`config.mk`:
```
export PLATFORM = sky130hd
export DESIGN_NAME = light_gun_serial_pad_unit_flat
export DESIGN_NICKNAME = d
export VERILOG_FILES = /design/src/sv/lgsp_pkg.sv /design/src/sv/lgsp_chan_if.sv /design/src/sv/lgsp_serial.sv /design/src/sv/lgsp_raster.sv /design/src/sv/light_gun_serial_pad_unit.sv /design/src/flat_wrapper.sv
export SDC_FILE = /design/constraint.sdc
export NUM_CORES = 1
export LEC_CHECK = 0
export BUFFER_PORTS_ARGS = -buffer_cell sky130_fd_sc_hd__clkbuf_2
export CAP_MARGIN = 20
export CORE_MARGIN = 8
export CORE_UTILIZATION = 57
export CTS_CLUSTER_SIZE = 40
export DETAILED_ROUTE_END_ITERATION = 10
export PLACE_DENSITY = 0.81
export SYNTH_ARGS = -nofsm -noshare
export SYNTH_HDL_FRONTEND = slang
export SYNTH_SLANG_ARGS = --single-unit
```
`constraint.sdc`:
```
create_clock -name clk -period 7.1 [get_ports clk]
set_input_delay 0.355 -clock clk [delete_from_list [all_inputs] [get_ports clk]]
set_output_delay 0.355 -clock clk [all_outputs]
set_load 0.05 [all_outputs]
```
`src/sv/lgsp_pkg.sv`:
```
// Shared types, widths and constants of the light-gun serial pad.
// Depends on nothing; every other file of the block imports it.
package lgsp_pkg;

  // Beam geometry. The beam position is kept wide enough for any field value.
  localparam int DOTS_PER_LINE = 1364;
  localparam int VCOUNT_W      = 9;
  localparam int HCOUNT_W      = 11;
  localparam int BEAM_W        = $clog2((2**VCOUNT_W - 1) * DOTS_PER_LINE + 2**HCOUNT_W);

  // Field widths.
  localparam int MODE_W  = 2;
  localparam int DELTA_W = 8;
  localparam int BTN_W   = 4;
  localparam int POS_W   = 10;
  localparam int CNT_W   = 6;
  localparam int CFG_IDX_W = 1;

  // Report and screen constants.
  localparam int REPORT_BITS     = 32;
  localparam int TARGET_X_OFFSET = 24;
  localparam int SCREEN_WIDTH    = 256;
  localparam int LINES_OVERSCAN  = 240;
  localparam int LINES_NORMAL    = 225;
  localparam int POS_MIN         = -16;
  localparam int POS_X_MAX       = 256 + 16;
  localparam int POS_Y_MAX       = 240 + 16;

  // Pointer positions after reset or after a write of the chained register.
  localparam int SOLO_X_FIRST   = SCREEN_WIDTH / 2;
  localparam int SOLO_X_SECOND  = -1;
  localparam int SOLO_Y_SECOND  = -1;
  localparam int PAIR_X_FIRST   = SCREEN_WIDTH / 2 - 16;
  localparam int PAIR_X_SECOND  = SCREEN_WIDTH / 2 + 16;
  localparam int START_Y        = 240 / 2;

  typedef enum logic [MODE_W-1:0] {
    MODE_LATCH  = 2'd0,
    MODE_READ   = 2'd1,
    MODE_RASTER = 2'd2
  } mode_t;

  typedef enum logic [CFG_IDX_W-1:0] {
    CFG_CHAINED  = 1'd0,
    CFG_OVERSCAN = 1'd1
  } cfg_idx_t;

  typedef logic signed [POS_W-1:0] pos_t;

  // One request as held in the input register.
  typedef struct packed {
    mode_t                     mode;
    logic                      latch_level;
    logic [BEAM_W-1:0]         beam;
    logic signed [DELTA_W-1:0] dx_first;
    logic signed [DELTA_W-1:0] dy_first;
    logic signed [DELTA_W-1:0] dx_second;
    logic signed [DELTA_W-1:0] dy_second;
    logic [BTN_W-1:0]          buttons;
  } item_t;

  typedef struct packed {
    logic chained;
    logic overscan;
  } cfg_t;

  // Request to reload the pointer positions after a chained write.
  typedef struct packed {
    logic load;
    logic chained;
  } pos_init_t;

  // Status from the serial side to the result register and raster logic.
  typedef struct packed {
    logic data_bit;
    logic gun_cur;
    logic gun_after;
  } ser_out_t;

endpackage

```
`src/sv/lgsp_chan_if.sv`:
```
// Channel interfaces of the light-gun serial pad: input, result and configuration.
// Depends on lgsp_pkg for the field widths.
interface lgsp_in_if import lgsp_pkg::*; ();
  logic                      valid;
  logic                      ready;
  logic [MODE_W-1:0]         mode;
  logic                      latch_level;
  logic [VCOUNT_W-1:0]       vcount;
  logic [HCOUNT_W-1:0]       hcount;
  logic signed [DELTA_W-1:0] dx_first;
  logic signed [DELTA_W-1:0] dy_first;
  logic signed [DELTA_W-1:0] dx_second;
  logic signed [DELTA_W-1:0] dy_second;
  logic [BTN_W-1:0]          buttons;

  modport source (output valid, mode, latch_level, vcount, hcount, dx_first, dy_first,
                  dx_second, dy_second, buttons, input ready);
  modport sink   (input valid, mode, latch_level, vcount, hcount, dx_first, dy_first,
                  dx_second, dy_second, buttons, output ready);
endinterface

interface lgsp_out_if;
  logic valid;
  logic ready;
  logic data_bit;
  logic strobe_pulse;
  logic active_gun;

  modport source (output valid, data_bit, strobe_pulse, active_gun, input ready);
  modport sink   (input valid, data_bit, strobe_pulse, active_gun, output ready);
endinterface

interface lgsp_cfg_if import lgsp_pkg::*; ();
  logic                 valid;
  logic                 ready;
  logic [CFG_IDX_W-1:0] index;
  logic                 data;

  modport source (output valid, index, data, input ready);
  modport sink   (input valid, index, data, output ready);
endinterface

```
`src/sv/lgsp_serial.sv`:
```
// Serial side of the pad: latch tracking, report bit counter, button sampling, active gun.
// Depends on lgsp_pkg.
module lgsp_serial import lgsp_pkg::*; (
  input  logic     clk,
  input  logic     rst_n,
  input  logic     fire,
  input  item_t    item,
  input  logic     chained,
  output ser_out_t status
);

  logic             latch_r, latch_nxt;
  logic [CNT_W-1:0] cnt_r, cnt_nxt;
  logic             gun_r, gun_nxt;
  logic [BTN_W-1:0] btn_r, btn_nxt;
  logic [BTN_W-1:0] btn_sample;
  logic             data_bit;

  function automatic logic report_bit(input logic [CNT_W-2:0] n, input logic [BTN_W-1:0] b,
                                      input logic gun);
    logic r;
    r = 1'b0;
    if (n >= 5'd12 && n <= 5'd14) r = 1'b1;
    else if (n >= 5'd16 && n <= 5'd23) r = n[0];
    else if (n == 5'd24) r = b[0];
    else if (n == 5'd25) r = b[2];
    else if (n == 5'd26) r = b[1];
    else if (n == 5'd27) r = b[3];
    else if (n == 5'd28) r = gun;
    return r;
  endfunction

  always_comb begin
    latch_nxt  = latch_r;
    cnt_nxt    = cnt_r;
    gun_nxt    = gun_r;
    btn_nxt    = btn_r;
    btn_sample = btn_r;
    data_bit   = 1'b0;
    if (fire) begin
      unique case (item.mode)
        MODE_LATCH: begin
          if (item.latch_level != latch_r) begin
            latch_nxt = item.latch_level;
            cnt_nxt   = '0;
            if (!item.latch_level) gun_nxt = ~gun_r;
          end
        end
        MODE_READ: begin
          if (cnt_r >= CNT_W'(REPORT_BITS)) begin
            data_bit = 1'b1;
          end else begin
            // Buttons are captured on the first bit; gun two only when it is there.
            if (cnt_r == '0) begin
              btn_sample = chained ? item.buttons : {btn_r[3:2], item.buttons[1:0]};
            end
            btn_nxt  = btn_sample;
            data_bit = report_bit(cnt_r[CNT_W-2:0], btn_sample, gun_r);
            cnt_nxt  = cnt_r + CNT_W'(1);
          end
        end
        default: begin
        end
      endcase
    end
  end

  always_ff @(posedge clk) begin
    if (!rst_n) begin
      latch_r <= 1'b0;
      cnt_r   <= '0;
      gun_r   <= 1'b0;
      btn_r   <= '0;
    end else begin
      latch_r <= latch_nxt;
      cnt_r   <= cnt_nxt;
      gun_r   <= gun_nxt;
      btn_r   <= btn_nxt;
    end
  end

  assign status.data_bit  = data_bit;
  assign status.gun_cur   = gun_r;
  assign status.gun_after = gun_nxt;

  a_cnt_bounded: assert property (@(posedge clk) disable iff (!rst_n)
    cnt_r <= CNT_W'(REPORT_BITS))
    else $error("report bit counter ran past the end of the report");

  a_latch_clears_cnt: assert property (@(posedge clk) disable iff (!rst_n)
    fire && item.mode == MODE_LATCH && item.latch_level != latch_r |=> cnt_r == '0)
    else $error("latch edge did not restart the report");

endmodule

```
`src/sv/lgsp_raster.sv`:
```
// Raster side of the pad: pointer positions, strobe detection and frame-wrap movement.
// Depends on lgsp_pkg.
module lgsp_raster import lgsp_pkg::*; (
  input  logic      clk,
  input  logic      rst_n,
  input  logic      fire,
  input  item_t     item,
  input  cfg_t      cfg,
  input  pos_init_t pos_init,
  input  logic      gun_cur,
  output logic      strobe
);

  pos_t              x1_r, y1_r, x2_r, y2_r;
  pos_t              x1_nxt, y1_nxt, x2_nxt, y2_nxt;
  logic [BEAM_W-1:0] prev_r, prev_nxt;
  pos_t              x_sel, y_sel, lines;
  logic              onscreen, wrap, tick;
  logic [BEAM_W-1:0] target;

  function automatic pos_t clamp_pos(input pos_t v, input pos_t hi);
    pos_t r;
    r = v;
    if (v < pos_t'(POS_MIN)) r = pos_t'(POS_MIN);
    else if (v > hi) r = hi;
    return r;
  endfunction

  always_comb begin
    tick  = fire && item.mode == MODE_RASTER;
    x_sel = gun_cur ? x2_r : x1_r;
    y_sel = gun_cur ? y2_r : y1_r;
    lines = cfg.overscan ? pos_t'(LINES_OVERSCAN) : pos_t'(LINES_NORMAL);
    onscreen = !(x_sel < 0 || y_sel < 0 || x_sel >= pos_t'(SCREEN_WIDTH) || y_sel >= lines);
    target = BEAM_W'(y_sel[7:0]) * BEAM_W'(DOTS_PER_LINE)
           + ((BEAM_W'(x_sel[7:0]) + BEAM_W'(TARGET_X_OFFSET)) << 2);
    strobe = tick && onscreen && item.beam >= target && prev_r < target;
    wrap   = item.beam < prev_r;

    x1_nxt   = x1_r;
    y1_nxt   = y1_r;
    x2_nxt   = x2_r;
    y2_nxt   = y2_r;
    prev_nxt = prev_r;
    if (pos_init.load) begin
      x1_nxt = pos_init.chained ? pos_t'(PAIR_X_FIRST) : pos_t'(SOLO_X_FIRST);
      y1_nxt = pos_t'(START_Y);
      x2_nxt = pos_init.chained ? pos_t'(PAIR_X_SECOND) : pos_t'(SOLO_X_SECOND);
      y2_nxt = pos_init.chained ? pos_t'(START_Y) : pos_t'(SOLO_Y_SECOND);
    end else if (tick) begin
      prev_nxt = item.beam;
      if (wrap) begin
        x1_nxt = clamp_pos(x1_r + pos_t'(item.dx_first), pos_t'(POS_X_MAX));
        y1_nxt = clamp_pos(y1_r + pos_t'(item.dy_first), pos_t'(POS_Y_MAX));
        if (cfg.chained) begin
          x2_nxt = clamp_pos(x2_r + pos_t'(item.dx_second), pos_t'(POS_X_MAX));
          y2_nxt = clamp_pos(y2_r + pos_t'(item.dy_second), pos_t'(POS_Y_MAX));
        end
      end
    end
  end

  always_ff @(posedge clk) begin
    if (!rst_n) begin
      x1_r   <= pos_t'(SOLO_X_FIRST);
      y1_r   <= pos_t'(START_Y);
      x2_r   <= pos_t'(SOLO_X_SECOND);
      y2_r   <= pos_t'(SOLO_Y_SECOND);
      prev_r <= '0;
    end else begin
      x1_r   <= x1_nxt;
      y1_r   <= y1_nxt;
      x2_r   <= x2_nxt;
      y2_r   <= y2_nxt;
      prev_r <= prev_nxt;
    end
  end

  a_pos_range: assert property (@(posedge clk) disable iff (!rst_n)
    x1_r >= pos_t'(POS_MIN) && x1_r <= pos_t'(POS_X_MAX) &&
    y1_r >= pos_t'(POS_MIN) && y1_r <= pos_t'(POS_Y_MAX) &&
    x2_r >= pos_t'(POS_MIN) && x2_r <= pos_t'(POS_X_MAX) &&
    y2_r >= pos_t'(POS_MIN) && y2_r <= pos_t'(POS_Y_MAX))
    else $error("pointer position left its clamp range");

endmodule

```
`src/sv/light_gun_serial_pad_unit.sv`:
```
// Top level of the light-gun serial pad: input register, serial and raster logic, result register.
// Depends on lgsp_pkg, lgsp_chan_if, lgsp_serial and lgsp_raster.
//
// The unit answers every request (latch write, data read or raster tick) with exactly one
// result, one request per clock cycle sustained while the consumer takes every result. The
// result is offered from the output register once the request has left the input register.
// A request is first captured in an input register,
// together with its beam position (line times dots per line plus dot), whose multiplier sits
// in front of that register. While it is held there, the serial logic and the raster logic
// work on it against the current state; when it moves on, the result is loaded into the
// output register while the state is updated; the raster path there is one constant
// multiplication for the target plus two compares. A new request is taken whenever the input
// register is empty or is moving on in the same cycle, so one further request is taken while
// a finished result waits for the consumer; after that the input stalls until the result is
// taken. Configuration writes are always accepted and take
// effect at once; writing the chained register also reloads both pointer positions. They are
// meant to be issued only while no request is in flight. There is no clearing pass after
// reset: the unit is ready as soon as reset is released.
module light_gun_serial_pad_unit import lgsp_pkg::*; (
  input  logic        clk,
  input  logic        rst_n,
  lgsp_in_if.sink     in_ch,
  lgsp_out_if.source  out_ch,
  lgsp_cfg_if.sink    cfg_ch
);

  // Input register stage.
  logic     s1_valid_r, s1_valid_nxt;
  item_t    s1_item_r;
  item_t    in_item;
  logic     in_fire;
  logic     adv;

  // Result register stage.
  logic     out_valid_r, out_valid_nxt;
  logic     out_data_r, out_strobe_r, out_gun_r;

  // Configuration.
  logic      chained_r, overscan_r;
  logic      cfg_fire;
  cfg_t      cfg;
  pos_init_t pos_init;

  ser_out_t  ser_status;
  logic      strobe;

  // A held request moves on when the result register is free or being emptied.
  assign adv      = s1_valid_r && (!out_valid_r || out_ch.ready);
  assign in_ch.ready = !s1_valid_r || adv;
  assign in_fire  = in_ch.valid && in_ch.ready;

  always_comb begin
    in_item.mode        = mode_t'(in_ch.mode);
    in_item.latch_level = in_ch.latch_level;
    in_item.beam        = BEAM_W'(in_ch.vcount) * BEAM_W'(DOTS_PER_LINE)
                        + BEAM_W'(in_ch.hcount);
    in_item.dx_first    = in_ch.dx_first;
    in_item.dy_first    = in_ch.dy_first;
    in_item.dx_second   = in_ch.dx_second;
    in_item.dy_second   = in_ch.dy_second;
    in_item.buttons     = in_ch.buttons;
  end

  always_comb begin
    s1_valid_nxt = s1_valid_r;
    if (in_fire) s1_valid_nxt = 1'b1;
    else if (adv) s1_valid_nxt = 1'b0;

    out_valid_nxt = out_valid_r;
    if (adv) out_valid_nxt = 1'b1;
    else if (out_ch.ready) out_valid_nxt = 1'b0;
  end

  always_ff @(posedge clk) begin
    if (!rst_n) begin
      s1_valid_r  <= 1'b0;
      out_valid_r <= 1'b0;
    end else begin
      s1_valid_r  <= s1_valid_nxt;
      out_valid_r <= out_valid_nxt;
    end
  end

  always_ff @(posedge clk) begin
    if (in_fire) s1_item_r <= in_item;
    if (adv) begin
      out_data_r   <= ser_status.data_bit;
      out_strobe_r <= strobe;
      out_gun_r    <= ser_status.gun_after;
    end
  end

  // Configuration registers.
  assign cfg_ch.ready = 1'b1;
  assign cfg_fire     = cfg_ch.valid && cfg_ch.ready;

  always_ff @(posedge clk) begin
    if (!rst_n) begin
      chained_r  <= 1'b0;
      overscan_r <= 1'b0;
    end else if (cfg_fire) begin
      unique case (cfg_idx_t'(cfg_ch.index))
        CFG_CHAINED:  chained_r  <= cfg_ch.data;
        CFG_OVERSCAN: overscan_r <= cfg_ch.data;
      endcase
    end
  end

  assign cfg.chained      = chained_r;
  assign cfg.overscan     = overscan_r;
  assign pos_init.load    = cfg_fire && cfg_idx_t'(cfg_ch.index) == CFG_CHAINED;
  assign pos_init.chained = cfg_ch.data;

  lgsp_serial u_serial (
    .clk     (clk),
    .rst_n   (rst_n),
    .fire    (adv),
    .item    (s1_item_r),
    .chained (chained_r),
    .status  (ser_status)
  );

  lgsp_raster u_raster (
    .clk      (clk),
    .rst_n    (rst_n),
    .fire     (adv),
    .item     (s1_item_r),
    .cfg      (cfg),
    .pos_init (pos_init),
    .gun_cur  (ser_status.gun_cur),
    .strobe   (strobe)
  );

  assign out_ch.valid        = out_valid_r;
  assign out_ch.data_bit     = out_data_r;
  assign out_ch.strobe_pulse = out_strobe_r;
  assign out_ch.active_gun   = out_gun_r;

  a_adv_fills_out: assert property (@(posedge clk) disable iff (!rst_n)
    adv |=> out_valid_r)
    else $error("a processed request produced no result");

  a_strobe_only_raster: assert property (@(posedge clk) disable iff (!rst_n)
    adv && s1_item_r.mode != MODE_RASTER |=> !out_strobe_r)
    else $error("strobe raised for a request that is not a raster tick");

  a_data_only_read: assert property (@(posedge clk) disable iff (!rst_n)
    adv && s1_item_r.mode != MODE_READ |=> !out_data_r)
    else $error("data bit raised for a request that is not a data read");

endmodule
```
`src/flat_wrapper.sv`:
```
// flat-port wrapper written by rule: the top's interface ports become plain ports
module light_gun_serial_pad_unit_flat import lgsp_pkg::*;
  (clk, rst_n, in_ch_valid, in_ch_mode, in_ch_latch_level, in_ch_vcount, in_ch_hcount, in_ch_dx_first, in_ch_dy_first, in_ch_dx_second, in_ch_dy_second, in_ch_buttons, in_ch_ready, out_ch_valid, out_ch_data_bit, out_ch_strobe_pulse, out_ch_active_gun, out_ch_ready, cfg_ch_valid, cfg_ch_index, cfg_ch_data, cfg_ch_ready);
  lgsp_in_if in_ch_i ();
  lgsp_out_if out_ch_i ();
  lgsp_cfg_if cfg_ch_i ();
  input  logic clk;
  input  logic rst_n;
  input wire logic [$bits(in_ch_i.valid)-1:0] in_ch_valid;
  input wire logic [$bits(in_ch_i.mode)-1:0] in_ch_mode;
  input wire logic [$bits(in_ch_i.latch_level)-1:0] in_ch_latch_level;
  input wire logic [$bits(in_ch_i.vcount)-1:0] in_ch_vcount;
  input wire logic [$bits(in_ch_i.hcount)-1:0] in_ch_hcount;
  input wire logic [$bits(in_ch_i.dx_first)-1:0] in_ch_dx_first;
  input wire logic [$bits(in_ch_i.dy_first)-1:0] in_ch_dy_first;
  input wire logic [$bits(in_ch_i.dx_second)-1:0] in_ch_dx_second;
  input wire logic [$bits(in_ch_i.dy_second)-1:0] in_ch_dy_second;
  input wire logic [$bits(in_ch_i.buttons)-1:0] in_ch_buttons;
  output wire logic [$bits(in_ch_i.ready)-1:0] in_ch_ready;
  output wire logic [$bits(out_ch_i.valid)-1:0] out_ch_valid;
  output wire logic [$bits(out_ch_i.data_bit)-1:0] out_ch_data_bit;
  output wire logic [$bits(out_ch_i.strobe_pulse)-1:0] out_ch_strobe_pulse;
  output wire logic [$bits(out_ch_i.active_gun)-1:0] out_ch_active_gun;
  input wire logic [$bits(out_ch_i.ready)-1:0] out_ch_ready;
  input wire logic [$bits(cfg_ch_i.valid)-1:0] cfg_ch_valid;
  input wire logic [$bits(cfg_ch_i.index)-1:0] cfg_ch_index;
  input wire logic [$bits(cfg_ch_i.data)-1:0] cfg_ch_data;
  output wire logic [$bits(cfg_ch_i.ready)-1:0] cfg_ch_ready;
  assign in_ch_i.valid = in_ch_valid;
  assign in_ch_i.mode = in_ch_mode;
  assign in_ch_i.latch_level = in_ch_latch_level;
  assign in_ch_i.vcount = in_ch_vcount;
  assign in_ch_i.hcount = in_ch_hcount;
  assign in_ch_i.dx_first = in_ch_dx_first;
  assign in_ch_i.dy_first = in_ch_dy_first;
  assign in_ch_i.dx_second = in_ch_dx_second;
  assign in_ch_i.dy_second = in_ch_dy_second;
  assign in_ch_i.buttons = in_ch_buttons;
  assign in_ch_ready = in_ch_i.ready;
  assign out_ch_valid = out_ch_i.valid;
  assign out_ch_data_bit = out_ch_i.data_bit;
  assign out_ch_strobe_pulse = out_ch_i.strobe_pulse;
  assign out_ch_active_gun = out_ch_i.active_gun;
  assign out_ch_i.ready = out_ch_ready;
  assign cfg_ch_i.valid = cfg_ch_valid;
  assign cfg_ch_i.index = cfg_ch_index;
  assign cfg_ch_i.data = cfg_ch_data;
  assign cfg_ch_ready = cfg_ch_i.ready;
  light_gun_serial_pad_unit u_core (.clk(clk), .rst_n(rst_n), .in_ch(in_ch_i), .out_ch(out_ch_i), .cfg_ch(cfg_ch_i));
endmodule
```
Word-level counts from Yosys, hierarchy flattened
Cells that the tools add are included.

word-level totals
  register bits after elaboration = 138
  bits of input ports = 66
  output and inout port bits = 6
  word-level logic and storage cells = 150

operators by class
  $add $sub $neg = 8
  $mul = 2
  $lt $le $gt $ge = 20
  eq/ne operators = 10
  muxes and demuxes = 46
  bitwise gates (word level) = 5
  reductions and logical operators = 35

operator list
  operator                                                                       count
  10-bit two-way mux                                                             23
  10-bit by 8-bit adder with 10-bit output                                       4
  20-bit by 11-bit adder with 20-bit output                                      2
  10-bit > comparator, second input constant                                     4
  10-bit by 5-bit less-than comparator with 1-bit output, second input constant  4
  20-bit less-than comparator                                                    2
  5-bit equality test, second input constant                                     5
  20-bit >= comparator                                                           1
  10-bit by 1-bit less-than comparator with 1-bit output, second input constant  2
  8-bit by 10-bit multiplier with 18-bit output, second input constant           1
  9-bit by 9-bit multiplier with 18-bit output, second input constant            1
  1-bit two-way mux                                                              16
  6-bit two-way mux                                                              2
  6-bit case mux with 2 select lines                                             1
  2-bit nonzero test                                                             6
  10-bit >= comparator, second input constant                                    1
  10-bit by 9-bit >= comparator with 1-bit output                                1
  2-bit AND reduction                                                            5
  8-bit by 6-bit adder with 9-bit output, second input constant                  1
  1-bit logical AND                                                              9
  3-bit AND reduction                                                            3
  4-bit two-way mux                                                              2
  8-bit two-way mux                                                              1
  6-bit by 1-bit adder with 6-bit output, second input constant                  1
  other kinds (17)                                                               28

Longest topological paths before layout
Gate-level depths: netlist of run 1.

  depth in word-level cells = 9
  depth in mapped cells = 33
  mapped depth without buffers = 31

By module
From an unflattened synthesis of run 1, not the netlist that was laid out.

second synthesis, totals
  cell total of the unflattened synthesis = 1,302
  area, all modules = 12,261.8 um^2

modules (own cells, without submodules)
  module                     instances  cells each  area an instance (um^2)  sequential area each (um^2)
  lgsp_raster                1          888         7,438.4                  1,201.2
  light_gun_serial_pad_unit  1          322         4,063.9                  1,941.9
  lgsp_serial                1          92          759.5                    240.2

Least setup slack after synthesis of run 1
Ideal clock, no wire load.

  kind = reg2reg
  start = reg u_core.u_serial.gun_r
  end = reg u_core.out_strobe_r, in the netlist u_core.out_ch.strobe_pulse (data pin)
  data arrival time = 6.944 ns
  data required time = 6.838 ns
  setup slack = -0.107 ns
  cell stages (with the launch flop) = 29
  buffers on the path = 3
  period minus slack after synthesis = 7.207 ns
  cells stage by stage = dfxtp_1 > clkbuf_1 > clkbuf_1 > clkbuf_1 > mux2_2 > ha_1 > ha_1 > fa_1 > fa_1 > ha_1 > a21boi_0 > o21ai_0 > a21boi_0 > o21a_1 > nor2_1 > xnor2_1 > ha_1 > and2_1 > o21ai_0 > o31ai_1 > o21a_1 > or2_2 > ha_1 > o21a_1 > o21ai_0 > nor3_1 > a211o_1 > o2111ai_1 > a21oi_1

between the ends
  cells in the longest elaborated chain, start to end = 9
  elaborated cells between the ends (all ways) = 18

RTL lines
  what                                                                               line                             RTL
  start, declared                                                                    lgsp_serial.sv:14                logic gun_r, gun_nxt;
  start signal, assigned                                                             lgsp_serial.sv:77                gun_r <= gun_nxt;
  branches (longest 8 deep; another with 20-bit by 11-bit adder with 20-bit output)  n/a
  1-bit logical AND (*)                                                              lgsp_raster.sv:37                strobe = tick && onscreen && item.beam >= target && prev_r < target;
  net u_core.strobe                                                                  light_gun_serial_pad_unit.sv:45  logic strobe;
  end signal, assigned                                                               light_gun_serial_pad_unit.sv:88  out_strobe_r <= strobe;
  end, declared                                                                      light_gun_serial_pad_unit.sv:36  logic out_data_r, out_strobe_r, out_gun_r;

Mark *: on every way through the listed nets, which the timed path passes.
A chain may end at the register's enable or synchronous reset.

Worst setup path in the final report of run 1
Ends and elaborated chain as after synthesis.

==> reports/metrics.cfg, run 1 <==
[pwr]
vdd_drop_max_uv = 146
p_leak_nw = 5.88
power_density_nw_per_um2 = 255

[clock_network]
htreeDepth = 4
ctsResizeCount = 0
postCtsSetupBuffers = 0
clk_pin_slew_ps = 70
cts_hold_buf = 0
cts_buffers = 17
clockBufferDepth = 2
insertion_delay_ps = 430
cts_sinks = 138
tritoncts = yes
root_buffer = clkbuf_16

[drt]
drc = 0
wl_per_cell_um = 16.0
drtIter0Drc = 684
via_per_inst = 5.77
drt_wl_total_um = 26300
via_count = 9490
ant_nets = 0
first_pass_iters = 5

[floorplanning]
ioPinCount = 72
start_util_pct = 57.6
die_h_um = 161
coreArea_um2 = 20800
placementRows = 53
die_area_um2 = 25900
fp.dieW_um = 161

[sta]
hold_violations = 0
worst_slack_ps = 409
min_period_over_period_pct = 94.2
finalSetupViolCount = 0
setup_tns_ps = 0
worst_pin_slew_ps = 1050
fin_skew_ps = 11.6
maxSlewHeadroom_pct = 30.0
drv_slew = 0
max_freq_mhz = 149
period_needed_ps = 6690
rsz0062_at_grt = false
whs_ps = 92.4

[placed_design]
dp_hpwl_um = 20600
place_inst = 1610
place.gp.congestion = 0.905
port_buffers = 70
place_ws_ps = 187

[yosys]
synth_top_cells_by_area = ha_1, edfxtp_1, dfxtp_1, fa_1, xnor2_1
yosysMostFrequentCell = ha_1
ys_seq_elements = 138
synth_area_um2 = 12000
synth_flop_cell = dfxtp_1
synth_edf_count = 62
netlist_instances = 1288
synth_top_area_share_pct = 21.2
syn_avg_cell_area_um2 = 9.31
synth.largest_area_cell = ha_1
yosys_warnings = 0
synth_common_cells = ha_1, inv_1, nand2_1
synth_nets = 1590
synth.distinct_cells = 77
synthArstFlopShare_pct = 0
seq_area_frac_synth_pct = 28.2

[finish]
syn_to_final_growth_pct = 10.4
finalNonFillerCells = 1645
antenna_cells = 0
drive_above_1_share_pct = 10.6
nets = 1659

[run]
cap_violations = 0

[global_routing]
grt_max_degree = 60
grt_overflow = 0
grt_first_pass_wirelength_um = 44500
grt_pass1_vias = 9558
antenna_found_initial = 0
track_usage_pct = 20.5

[setup_path]
cp_common_cell = ha_1
startpoint_type = register
worstSetupPathType = register to register
cp_data_arrival_time_ps = 6860
crit_required_ps = 7270
worstPathMaxFanout = 5
cp-end-kind = register
cp_slowest_cell = fa_1
max_stage_delay_ps = 470

[worst_hold_path]
hold_path.class = input pin to register

[outcome]
status = finished clean

==> logic make-up (layout without fill, tap and decap cells) <==
family / after synthesis / in the layout / share of synthesized area [%]
and+or+nand+nor: 326 / 326 / 13.0
AOI/OAI and AO/OA: 311 / 311 / 17.6
adders and majority gates: 236 / 236 / 26.7
buffers and inverters: 152 / 234 / 4.88
DFF: 138 / 138 / 28.2
xor gates and xnor gates: 96 / 96 / 7.14
muxes: 28 / 28 / 2.45
other: 1 / 1 / 0.0313
==> sequential cells by signal (all words and copies together) (netlist names), 4 cells and up <==
name                    count
u_core.s1_item_r           59
u_core.u_raster.prev_r     20
u_core.u_raster.x1_r       10
u_core.u_raster.x2_r       10
u_core.u_raster.y1_r       10
u_core.u_raster.y2_r       10
u_core.u_serial.btn_r       4
u_core.u_serial.cnt_r       6
==> placed cells by master, fill, tap and decap left out, types with 7 or more instances in the layout <==
cell,synthesis,final
nand3_1,33,33
nand2_1,117,117
mux2_2,11,11
buf_4,2,7
dfxtp_1,76,75
a211oi_1,12,12
mux2i_1,17,17
nand2b_1,14,14
a21boi_0,26,24
xnor2_1,58,58
o21bai_1,9,9
nand4_1,7,7
edfxtp_1,62,62
a21oi_1,66,65
clkbuf_2,0,70
a21o_1,28,28
inv_1,124,124
ha_1,203,203
o21ai_0,54,50
xor2_1,36,36
nor2b_1,17,17
o21ai_1,13,17
o31ai_1,11,11
nor3_1,21,21
a31oi_1,10,10
clkbuf_16,0,17
o21a_1,15,15
nor2_1,71,71
o211ai_1,16,16
fa_1,33,33
==> worst max-delay path: cells and delay by family, from the launching register on <==
kind | cells | cell delay [ps]
buffers and inverters | 2 | 90
multiplexers | 1 | 380
AO/OA/AOI/OAI | 13 | 2110
flip-flops | 1 | 380
XOR/XNOR | 1 | 140
adder cells (fa/ha/maj) | 7 | 2500
AND/OR/NAND/NOR | 5 | 830
==> power by group <==
group | switching (mW) | leakage, nW | internal (mW)
Clock | 0.396 | 0.295 | 0.508
Sequential | 0.0730 | 1.22 | 0.940
Combinational | 0.809 | 4.36 | 0.654
==> metrics by stage <==
step                power, mW  utilization, %  area (um^2)
floorplan                2.16               -        12000
global placement         2.41            60.5        12600
detailed placement       2.46            60.5        12600
CTS                      3.39            63.4        13200
global route             3.64            63.6        13200
finish                   3.38            63.6        13200
==> routing by layer <==
metal	vias to the layer above	track usage [%]	part of all wire, %
li1	4763	-	-
met5	-	0	0
met4	0	6.06	1.6
met2	236	36.3	49
met3	31	3.05	4.1
met1	4460	25.5	45
==> layout make-up <==
type	instances	area, um^2
well taps	275	344
flip-flops and latches	138	3380
inverters	124	465
repair buffers	78	418
multi-input cells	998	8030
clock buffers	18	439
clock inverters	14	155
fillers	1644	7590
==> final timing paths <==
check / end / slack (ps) / from / cells past startpoint
worst max-delay path: u_core.out_ch.strobe_pulse$_DFFE_PP_ / 410 / u_core.u_serial.gun_r$_SDFF_PN0_ / 29
worst min-delay path: u_core.s1_item_r[37]$_DFFE_PP_ / 90 / in_ch_hcount[1] / 1
worst max register to register: u_core.out_ch.strobe_pulse$_DFFE_PP_ / 410 / u_core.u_serial.gun_r$_SDFF_PN0_ / 29
worst min register to register: u_core.u_raster.prev_r[19]$_SDFFE_PN0P_ / 470 / u_core.u_raster.prev_r[19]$_SDFFE_PN0P_ / 2
Power figures use the tool's default switching activity.
==> run 2: changes to the inputs <==
PLACE_DENSITY = 0.78   (was 0.81)
==> run 2 against run 1 <==
- sequential share of layout area about the same
- maximum frequency decreased by 0.29%
- clock skew increased by 1.7 ps
- sequential cell count unchanged
- largest power group unchanged
- clock power decreased by 0.4%
- largest cell class unchanged
- cell count about the same
- final area decreased by 0.11%
- setup slack got worse by 19 ps
- highest routed layer unchanged
- die area unchanged
==> reports/metrics.cfg, run 2 (same netlist as run 1, synthesis figures left out) <==
[pwr]
p_leak_nw = 5.87  ; -0.17%
comb_power_share_pct = 43.2  ; about the same
p_seq_share_pct = 30.0  ; about the same
power_density_nw_per_um2 = 254  ; -0.39%
swShare_pct = 37.8  ; about the same
power_switching_mw = 1.27  ; -0.43%
vdd_drop_max_uv = 149  ; +2.6%
internal_power_mw = 2.09  ; -0.54%
clockPowerShare_pct = 26.8  ; about the same

[finish]
regMostFlops = u_core.s1_item_r
top_regs = u_core.s1_item_r: 59 flops, u_core.u_raster.prev_r: 20 flops
largest_reg_flops = 59  ; unchanged
multiInputGateArea_um2 = 8030  ; about the same
nets = 1658  ; -0.060%
layout_common_cells = ha_1, inv_1, nand2_1, dfxtp_1, nor2_1
layout_commonest_cell = ha_1
antenna_cells = 0  ; unchanged
seqCellArea_um2 = 3380  ; unchanged
stdcell_area_um2 = 13200  ; -0.11%
syn_to_final_growth_pct = 10.3
fill_cells = 1704  ; +3.6%
drive_above_1_share_pct = 10.4  ; -0.14 points

[worst_hold_path]
hold_path.class = input pin to register

[floorplanning]
placementRows = 53  ; unchanged
ioPinCount = 72  ; unchanged
start_util_pct = 57.6  ; unchanged
coreArea_um2 = 20800  ; unchanged
fp.dieW_um = 161  ; unchanged
die_h_um = 161  ; unchanged
die_area_um2 = 25900  ; unchanged

[global_routing]
grt_first_pass_wirelength_um = 44100  ; -0.96%
grt_max_degree = 60  ; unchanged
grt_pass1_vias = 9535  ; -0.24%
track_usage_pct = 20.2  ; -0.35 points
antenna_found_initial = 0  ; unchanged
grt_overflow = 0  ; unchanged

[setup_path]
rr_startpoint = u_core.u_serial.gun_r$_SDFF_PN0_
worstPathMaxFanout = 6  ; +1
cp_slowest_cell = fa_1
cp_common_cell = ha_1
cp_data_arrival_time_ps = 6870  ; about the same
r2r_setup_slack_ps = 390  ; -20 ps
cp-end-kind = register
crit_end = u_core.out_ch.strobe_pulse$_DFFE_PP_
max_stage_delay_ps = 470  ; about the same
r2r_cells = 29  ; unchanged
startpoint_type = register
worstSetupPathType = register to register
worstSetupStartpoint = u_core.u_serial.gun_r$_SDFF_PN0_
r2r_end = u_core.out_ch.strobe_pulse$_DFFE_PP_
crit_required_ps = 7260  ; about the same

[clock_network]
cts_hold_buf = 0  ; unchanged
clk_pin_slew_ps = 70  ; about the same
insertion_delay_ps = 440  ; about the same
tritoncts = yes
cts_buffers = 17  ; unchanged
cts_sinks = 138  ; unchanged
root_buffer = clkbuf_16
clockBufferDepth = 2  ; unchanged
htreeDepth = 4  ; unchanged

[sta]
drv_slew = 0  ; unchanged
finalSetupViolCount = 0  ; unchanged
maxSlewHeadroom_pct = 26.0  ; -4.0 points
worst_pin_slew_ps = 1110  ; +60.1 ps
setup_tns_ps = 0  ; unchanged
fin_skew_ps = 13.3  ; +1.73 ps
hold_violations = 0  ; unchanged
min_period_over_period_pct = 94.5  ; +0.27 points
max_freq_mhz = 149  ; -0.29%
period_needed_ps = 6710  ; +19.4 ps
rsz0062_at_grt = false

[run]
cap_violations = 0  ; unchanged

[placed_design]
dp_hpwl_um = 20200  ; -2.1%
placed_area_um2 = 12600  ; unchanged
port_buffers = 70  ; unchanged
place.gp.congestion = 0.865  ; -4.4%

[outcome]
status = finished clean

[drt]
first_pass_iters = 5  ; unchanged
drtIter0Drc = 469  ; -31%
via_per_inst = 5.70  ; -1.2%
wl_per_cell_um = 15.6  ; -2.5%
via_count = 9366  ; -1.3%
drt_wl_total_um = 25600  ; -2.6%
drc = 0  ; unchanged
ant_nets = 0  ; unchanged

run 2: cell count changes in the layout (fill, tap and decap cells not counted), sizes merged:
| cell | previous run | this run |
|---|---|---|
| buf | 8 | 7 |
| clkinvlp | 0 | 1 |
| clkbuf | 88 | 87 |
run 2: final cells by class:
type	count	share of cell area, %
Clock buffer	17	3.22
Clock inverter	15	1.31
Inverter	124	3.52
Multi-Input combinational cell	998	60.7
Sequential cell	138	25.6
Tap cell	275	2.60
Timing Repair Buffer	77	3.05
run 2: metal layers:
| layer | vias to the layer above | track usage [%] | wire length (um) |
|---|---|---|---|
| met1 | 4404 | 25.2 | 11700 |
| li1 | 4754 | - | - |
| met4 | 0 | 6.36 | 368 |
| met2 | 177 | 35.0 | 12500 |
| met5 | - | 0 | 0 |
| met3 | 31 | 3.39 | 1040 |
run 2: worst min path at each step:
stage | startpoint | endpoint | cells after the start
6_report | in_ch_mode[0] | u_core.s1_item_r[57]$_DFFE_PP_ | 1
5_1_grt | in_ch_buttons[1] | u_core.s1_item_r[1]$_DFFE_PP_ | 1
4_1_cts | in_ch_buttons[1] | u_core.s1_item_r[1]$_DFFE_PP_ | 1
3_5_place_dp | u_core.u_raster.prev_r[0]$_SDFFE_PN0P_ | u_core.u_raster.prev_r[0]$_SDFFE_PN0P_ | 2
3_3_place_gp | u_core.u_raster.prev_r[19]$_SDFFE_PN0P_ | u_core.u_raster.prev_r[19]$_SDFFE_PN0P_ | 2
2_1_floorplan | u_core.overscan_r$_SDFFE_PN0P_ | u_core.overscan_r$_SDFFE_PN0P_ | 2
run 2: power by group through the flow:
stage	Combinational, mW	Clock [mW]	Sequential [mW]
finish	1.45	0.900	1.01
global route	1.67	0.945	1.02
CTS	1.45	0.916	1.01
detailed placement	1.43	0	1.03
global placement	1.39	0	1.02
floorplan	1.16	0	1.00
run 2: worst max-delay path, delay by kind of cell (launching register included):
kind | cells | cell delay, ps
compound gates | 13 | 2100
flops | 1 | 380
buf+inv | 2 | 100
simple gates | 5 | 810
xor+xnor | 1 | 130
fa+ha+maj | 7 | 2510
mux | 1 | 390
run 2: metrics by stage:
step / std cells / total power [mW] / setup WS [ps] / hold WS (ps) / util, %
3_3_place_gp: 1610 / 2.41 / 260 / 452 / 60.5
3_5_place_dp: 1610 / 2.46 / 112 / 460 / 60.5
5_1_grt: 1644 / 3.63 / 8.97 / 70.1 / 63.5
4_1_cts: 1642 / 3.38 / 42.9 / 68.3 / 63.4
2_1_floorplan: 1288 / 2.16 / 10.8 / 443 / -
6_report: 1644 / 3.36 / 389 / 88.4 / 63.5
run 2: repair_timing:
item / CTS / global route
setup endpoints to repair: 0 / 1
setup buffers: 0 / 0
gates resized for setup: 0 / 8
==> run 3: changes to the inputs <==
SYNTH_HIERARCHICAL = 1   (was not set)
==> run 3 against run 2 <==
- critical path depth up 1
- final area increased by 3.3%
- clock power increased by 7.3%
- largest cell class unchanged
- global-route usage grew 0.99 points
- maximum frequency down 0.10%
- via count is 4.1% higher
==> reports/metrics.cfg, run 3 <==
[outcome]
status = finished clean

[clock_network]
tritoncts = yes
cts_buffers = 17  ; unchanged
cts_sinks = 138  ; unchanged
insertion_delay_ps = 420  ; -20 ps
htreeDepth = 4  ; unchanged
root_buffer = clkbuf_16
clk_pin_slew_ps = 60  ; about the same
clockBufferDepth = 2  ; unchanged

[setup_path]
r2r_end = u_core/out_ch.strobe_pulse$_DFFE_PP_
cp-end-kind = register
worstPathMaxFanout = 10  ; +4
crit_required_ps = 7270  ; about the same
max_stage_delay_ps = 570  ; +100 ps
rr_startpoint = u_core/u_serial/gun_r$_SDFF_PN0_
worstSetupPathType = register to register
r2r_setup_slack_ps = 380  ; about the same
cp_common_cell = nor2_1
startpoint_type = register
cp_data_arrival_time_ps = 6890  ; +20 ps
cp_slowest_cell = fa_1
r2r_cells = 30  ; +3.4%

[yosys]
synth.largest_area_cell = ha_1
syn_avg_cell_area_um2 = 9.42  ; +1.2%
ys_seq_elements = 138  ; unchanged
synth_top_cells_by_area = ha_1, edfxtp_1, dfxtp_1, fa_1, xnor2_1
synth_area_um2 = 12300  ; +2.3%
synth.distinct_cells = 94  ; +22%
synth_edf_count = 62  ; unchanged
synth_flop_cell = dfxtp_1
synthArstFlopShare_pct = 0  ; unchanged
synth_top_area_share_pct = 20.7  ; -0.48 points
yosysMostFrequentCell = ha_1
synth_nets = 1604  ; +0.88%
netlist_instances = 1302  ; +1.1%
yosys_warnings = 6  ; +6
synth_common_cells = ha_1, inv_1, nand2_1
seq_area_frac_synth_pct = 27.6  ; -0.64 points

[global_routing]
met3_usage_pct = 4.27  ; +0.89 points
track_usage_pct = 21.2  ; +0.99 points
grtUsageMet1_pct = 26.2  ; +1.0 points
grt_pass1_vias = 9882  ; +3.6%
grt_busiest_layer = met2
grt_overflow = 0  ; unchanged
grt_use_met2_pct = 35.9  ; +0.94 points
grt_max_degree = 60  ; unchanged
grt_first_pass_wirelength_um = 46200  ; +4.9%
antenna_found_initial = 0  ; unchanged

[floorplanning]
coreArea_um2 = 21100  ; +1.3%
placementRows = 53  ; unchanged
start_util_pct = 58.1  ; +0.59 points
die_h_um = 163  ; +1.0%
fp.dieW_um = 163  ; +1.0%
ioPinCount = 72  ; unchanged
die_area_um2 = 26500  ; +2.1%

[drt]
via_count = 9752  ; +4.1%
ant_nets = 0  ; unchanged
wl_per_cell_um = 16.6  ; +6.6%
via_per_inst = 5.85  ; +2.7%
drtIter0Drc = 550  ; +17%
drt_wl_total_um = 27700  ; +8.1%
drc = 0  ; unchanged
first_pass_iters = 5  ; unchanged

[pwr]
p_leak_nw = 5.97  ; +1.7%
vdd_drop_max_uv = 162  ; +8.4%
comb_power_share_pct = 50.0  ; +6.8 points
internal_power_mw = 2.42  ; +16%
power_density_nw_per_um2 = 289  ; +14%
swShare_pct = 38.5  ; +0.70 points
clockPowerShare_pct = 24.5  ; -2.3 points
finalPower_mw = 3.94  ; +17%
p_seq_share_pct = 25.5  ; -4.5 points
power_switching_mw = 1.52  ; +19%

[placed_design]
placed_area_um2 = 12900  ; +2.1%
place_ws_ps = 94.7  ; -17.6 ps
place.gp.congestion = 0.885  ; +2.3%
port_buffers = 70  ; unchanged
dp_hpwl_um = 21100  ; +4.5%

[finish]
fill_cells = 1695  ; -0.53%
multiInputGateArea_um2 = 8350  ; +4.1%
nets = 1681  ; +1.4%
layout_commonest_cell = ha_1
seqCellArea_um2 = 3380  ; unchanged
drive_above_1_share_pct = 13.6  ; +3.1 points
top_regs = u_core/s1_item_r: 59 flops, u_core/u_raster/prev_r: 20 flops
antenna_cells = 0  ; unchanged
largest_reg_flops = 59  ; unchanged
regMostFlops = u_core/s1_item_r
layout_common_cells = ha_1, inv_1, nand2_1, a21oi_1, dfxtp_1
stdcell_area_um2 = 13700  ; +3.3%
syn_to_final_growth_pct = 11.4

[sta]
drv_slew = 0  ; unchanged
worst_pin_slew_ps = 951  ; -160 ps
worst_slack_ps = 383  ; -6.86 ps
maxSlewHeadroom_pct = 36.5  ; +11 points
hold_violations = 0  ; unchanged
max_freq_mhz = 149  ; -0.10%
finalSetupViolCount = 0  ; unchanged
whs_ps = 101  ; +12.8 ps
fin_skew_ps = 7.87  ; -5.46 ps
min_period_over_period_pct = 94.6  ; +0.097 points
period_needed_ps = 6720  ; +6.86 ps

[worst_hold_path]
hp-start = in_ch_dx_first[2]
holdPathStages = 1  ; unchanged
hold_path.class = input pin to register
holdPathEnd = u_core/s1_item_r[30]$_DFFE_PP_

[run]
cap_violations = 0  ; unchanged

## run 3: changes by cell type in the layout (fill, tap and decap cells not counted), moves of 6 or more
cell      previous run  this run
a32o_1               0         7
nand2_1            117       106
nand3_1             33        19
o211ai_1            16         5
buf_4                7        13
nand2b_1            14        23
a21oi_2              1         8
o21ai_0             50        57
xor2_1              36        29
a21oi_1             65        84
o31ai_1             11         3
a211oi_1            12         6
o21ai_1             17         6
o21ai_2              0         6
## run 3: layout make-up
type                    count  share of cell area (%)
multi-input cells        1012                    61.2
clock buffers              18                    3.30
flip-flops and latches    138                    24.8
clock inverters            14                    1.40
well taps                 275                    2.52
repair buffers             84                    3.36
inverters                 126                    3.46
## run 3: worst max-delay path by stage
| stage | start | endpoint | cells past startpoint |
|---|---|---|---|
| finish | u_core/u_serial/gun_r$_SDFF_PN0_ | u_core/out_ch.strobe_pulse$_DFFE_PP_ | 30 |
| global route | u_core/u_serial/gun_r$_SDFF_PN0_ | u_core/out_ch.strobe_pulse$_DFFE_PP_ | 30 |
| CTS | u_core/u_serial/gun_r$_SDFF_PN0_ | u_core/out_ch.strobe_pulse$_DFFE_PP_ | 31 |
| detailed placement | u_core/u_serial/gun_r$_SDFF_PN0_ | u_core/out_ch.strobe_pulse$_DFFE_PP_ | 29 |
| global placement | u_core/u_serial/gun_r$_SDFF_PN0_ | u_core/out_ch.strobe_pulse$_DFFE_PP_ | 28 |
| floorplan | u_core/u_serial/gun_r$_SDFF_PN0_ | u_core/out_ch.strobe_pulse$_DFFE_PP_ | 34 |
## run 3: through the flow
step / std cells / utilization [%] / setup TNS (ps)
finish: 1667 / 64.8 / 0
global route: 1667 / 64.8 / -38.1
CTS: 1660 / 64.1 / 0
detailed placement: 1628 / 61.0 / 0
global placement: 1628 / 61.0 / 0
floorplan: 1302 / - / 0
## run 3: kinds of logic after synthesis
| group | synth area share (%) |
|---|---|
| AO/OA/AOI/OAI | 18.4 |
| flip-flops | 27.6 |
| AND/OR/NAND/NOR | 13.5 |
| XOR/XNOR | 7.01 |
| buffers and inverters | 5.01 |
| other | 0.0306 |
| adder cells (fa/ha/maj) | 26.1 |
| multiplexers | 2.30 |
## run 3: repair_timing
| action | CTS | global route |
|---|---|---|
| setup endpoints to repair | 0 | 1 |
| endpoints found under the hold margin | 0 | 0 |
| gates resized for setup | 0 | 23 |
| hold buffers | 0 | 0 |
| setup buffers | 0 | 7 |
## run 3: worst max-delay path, delay by kind of cell, from the launching register on
family / cells / cell delay [ps]
adder cells (fa/ha/maj): 7 / 2720
buffers and inverters: 3 / 300
AO/OA/AOI/OAI: 10 / 1650
AND/OR/NAND/NOR: 7 / 790
flip-flops: 1 / 350
multiplexers: 1 / 380
XOR/XNOR: 2 / 260
## run 3: routing by layer
metal  wire length (um)  up-vias
met5                  0        -
met2              13200      265
met4                648        0
li1                   -     4826
met3               1330       52
met1              12500     4609
## run 3: power groups by stage
stage / clock (mW) / combinational (mW) / sequential (mW)
after detailed placement: 0 / 1.81 / 1.02
after global placement: 0 / 1.74 / 1.02
after global routing: 1.01 / 2.21 / 1.02
after CTS: 0.981 / 1.83 / 1.01
after floorplan: 0 / 1.47 / 1.00
final: 0.966 / 1.97 / 1.01
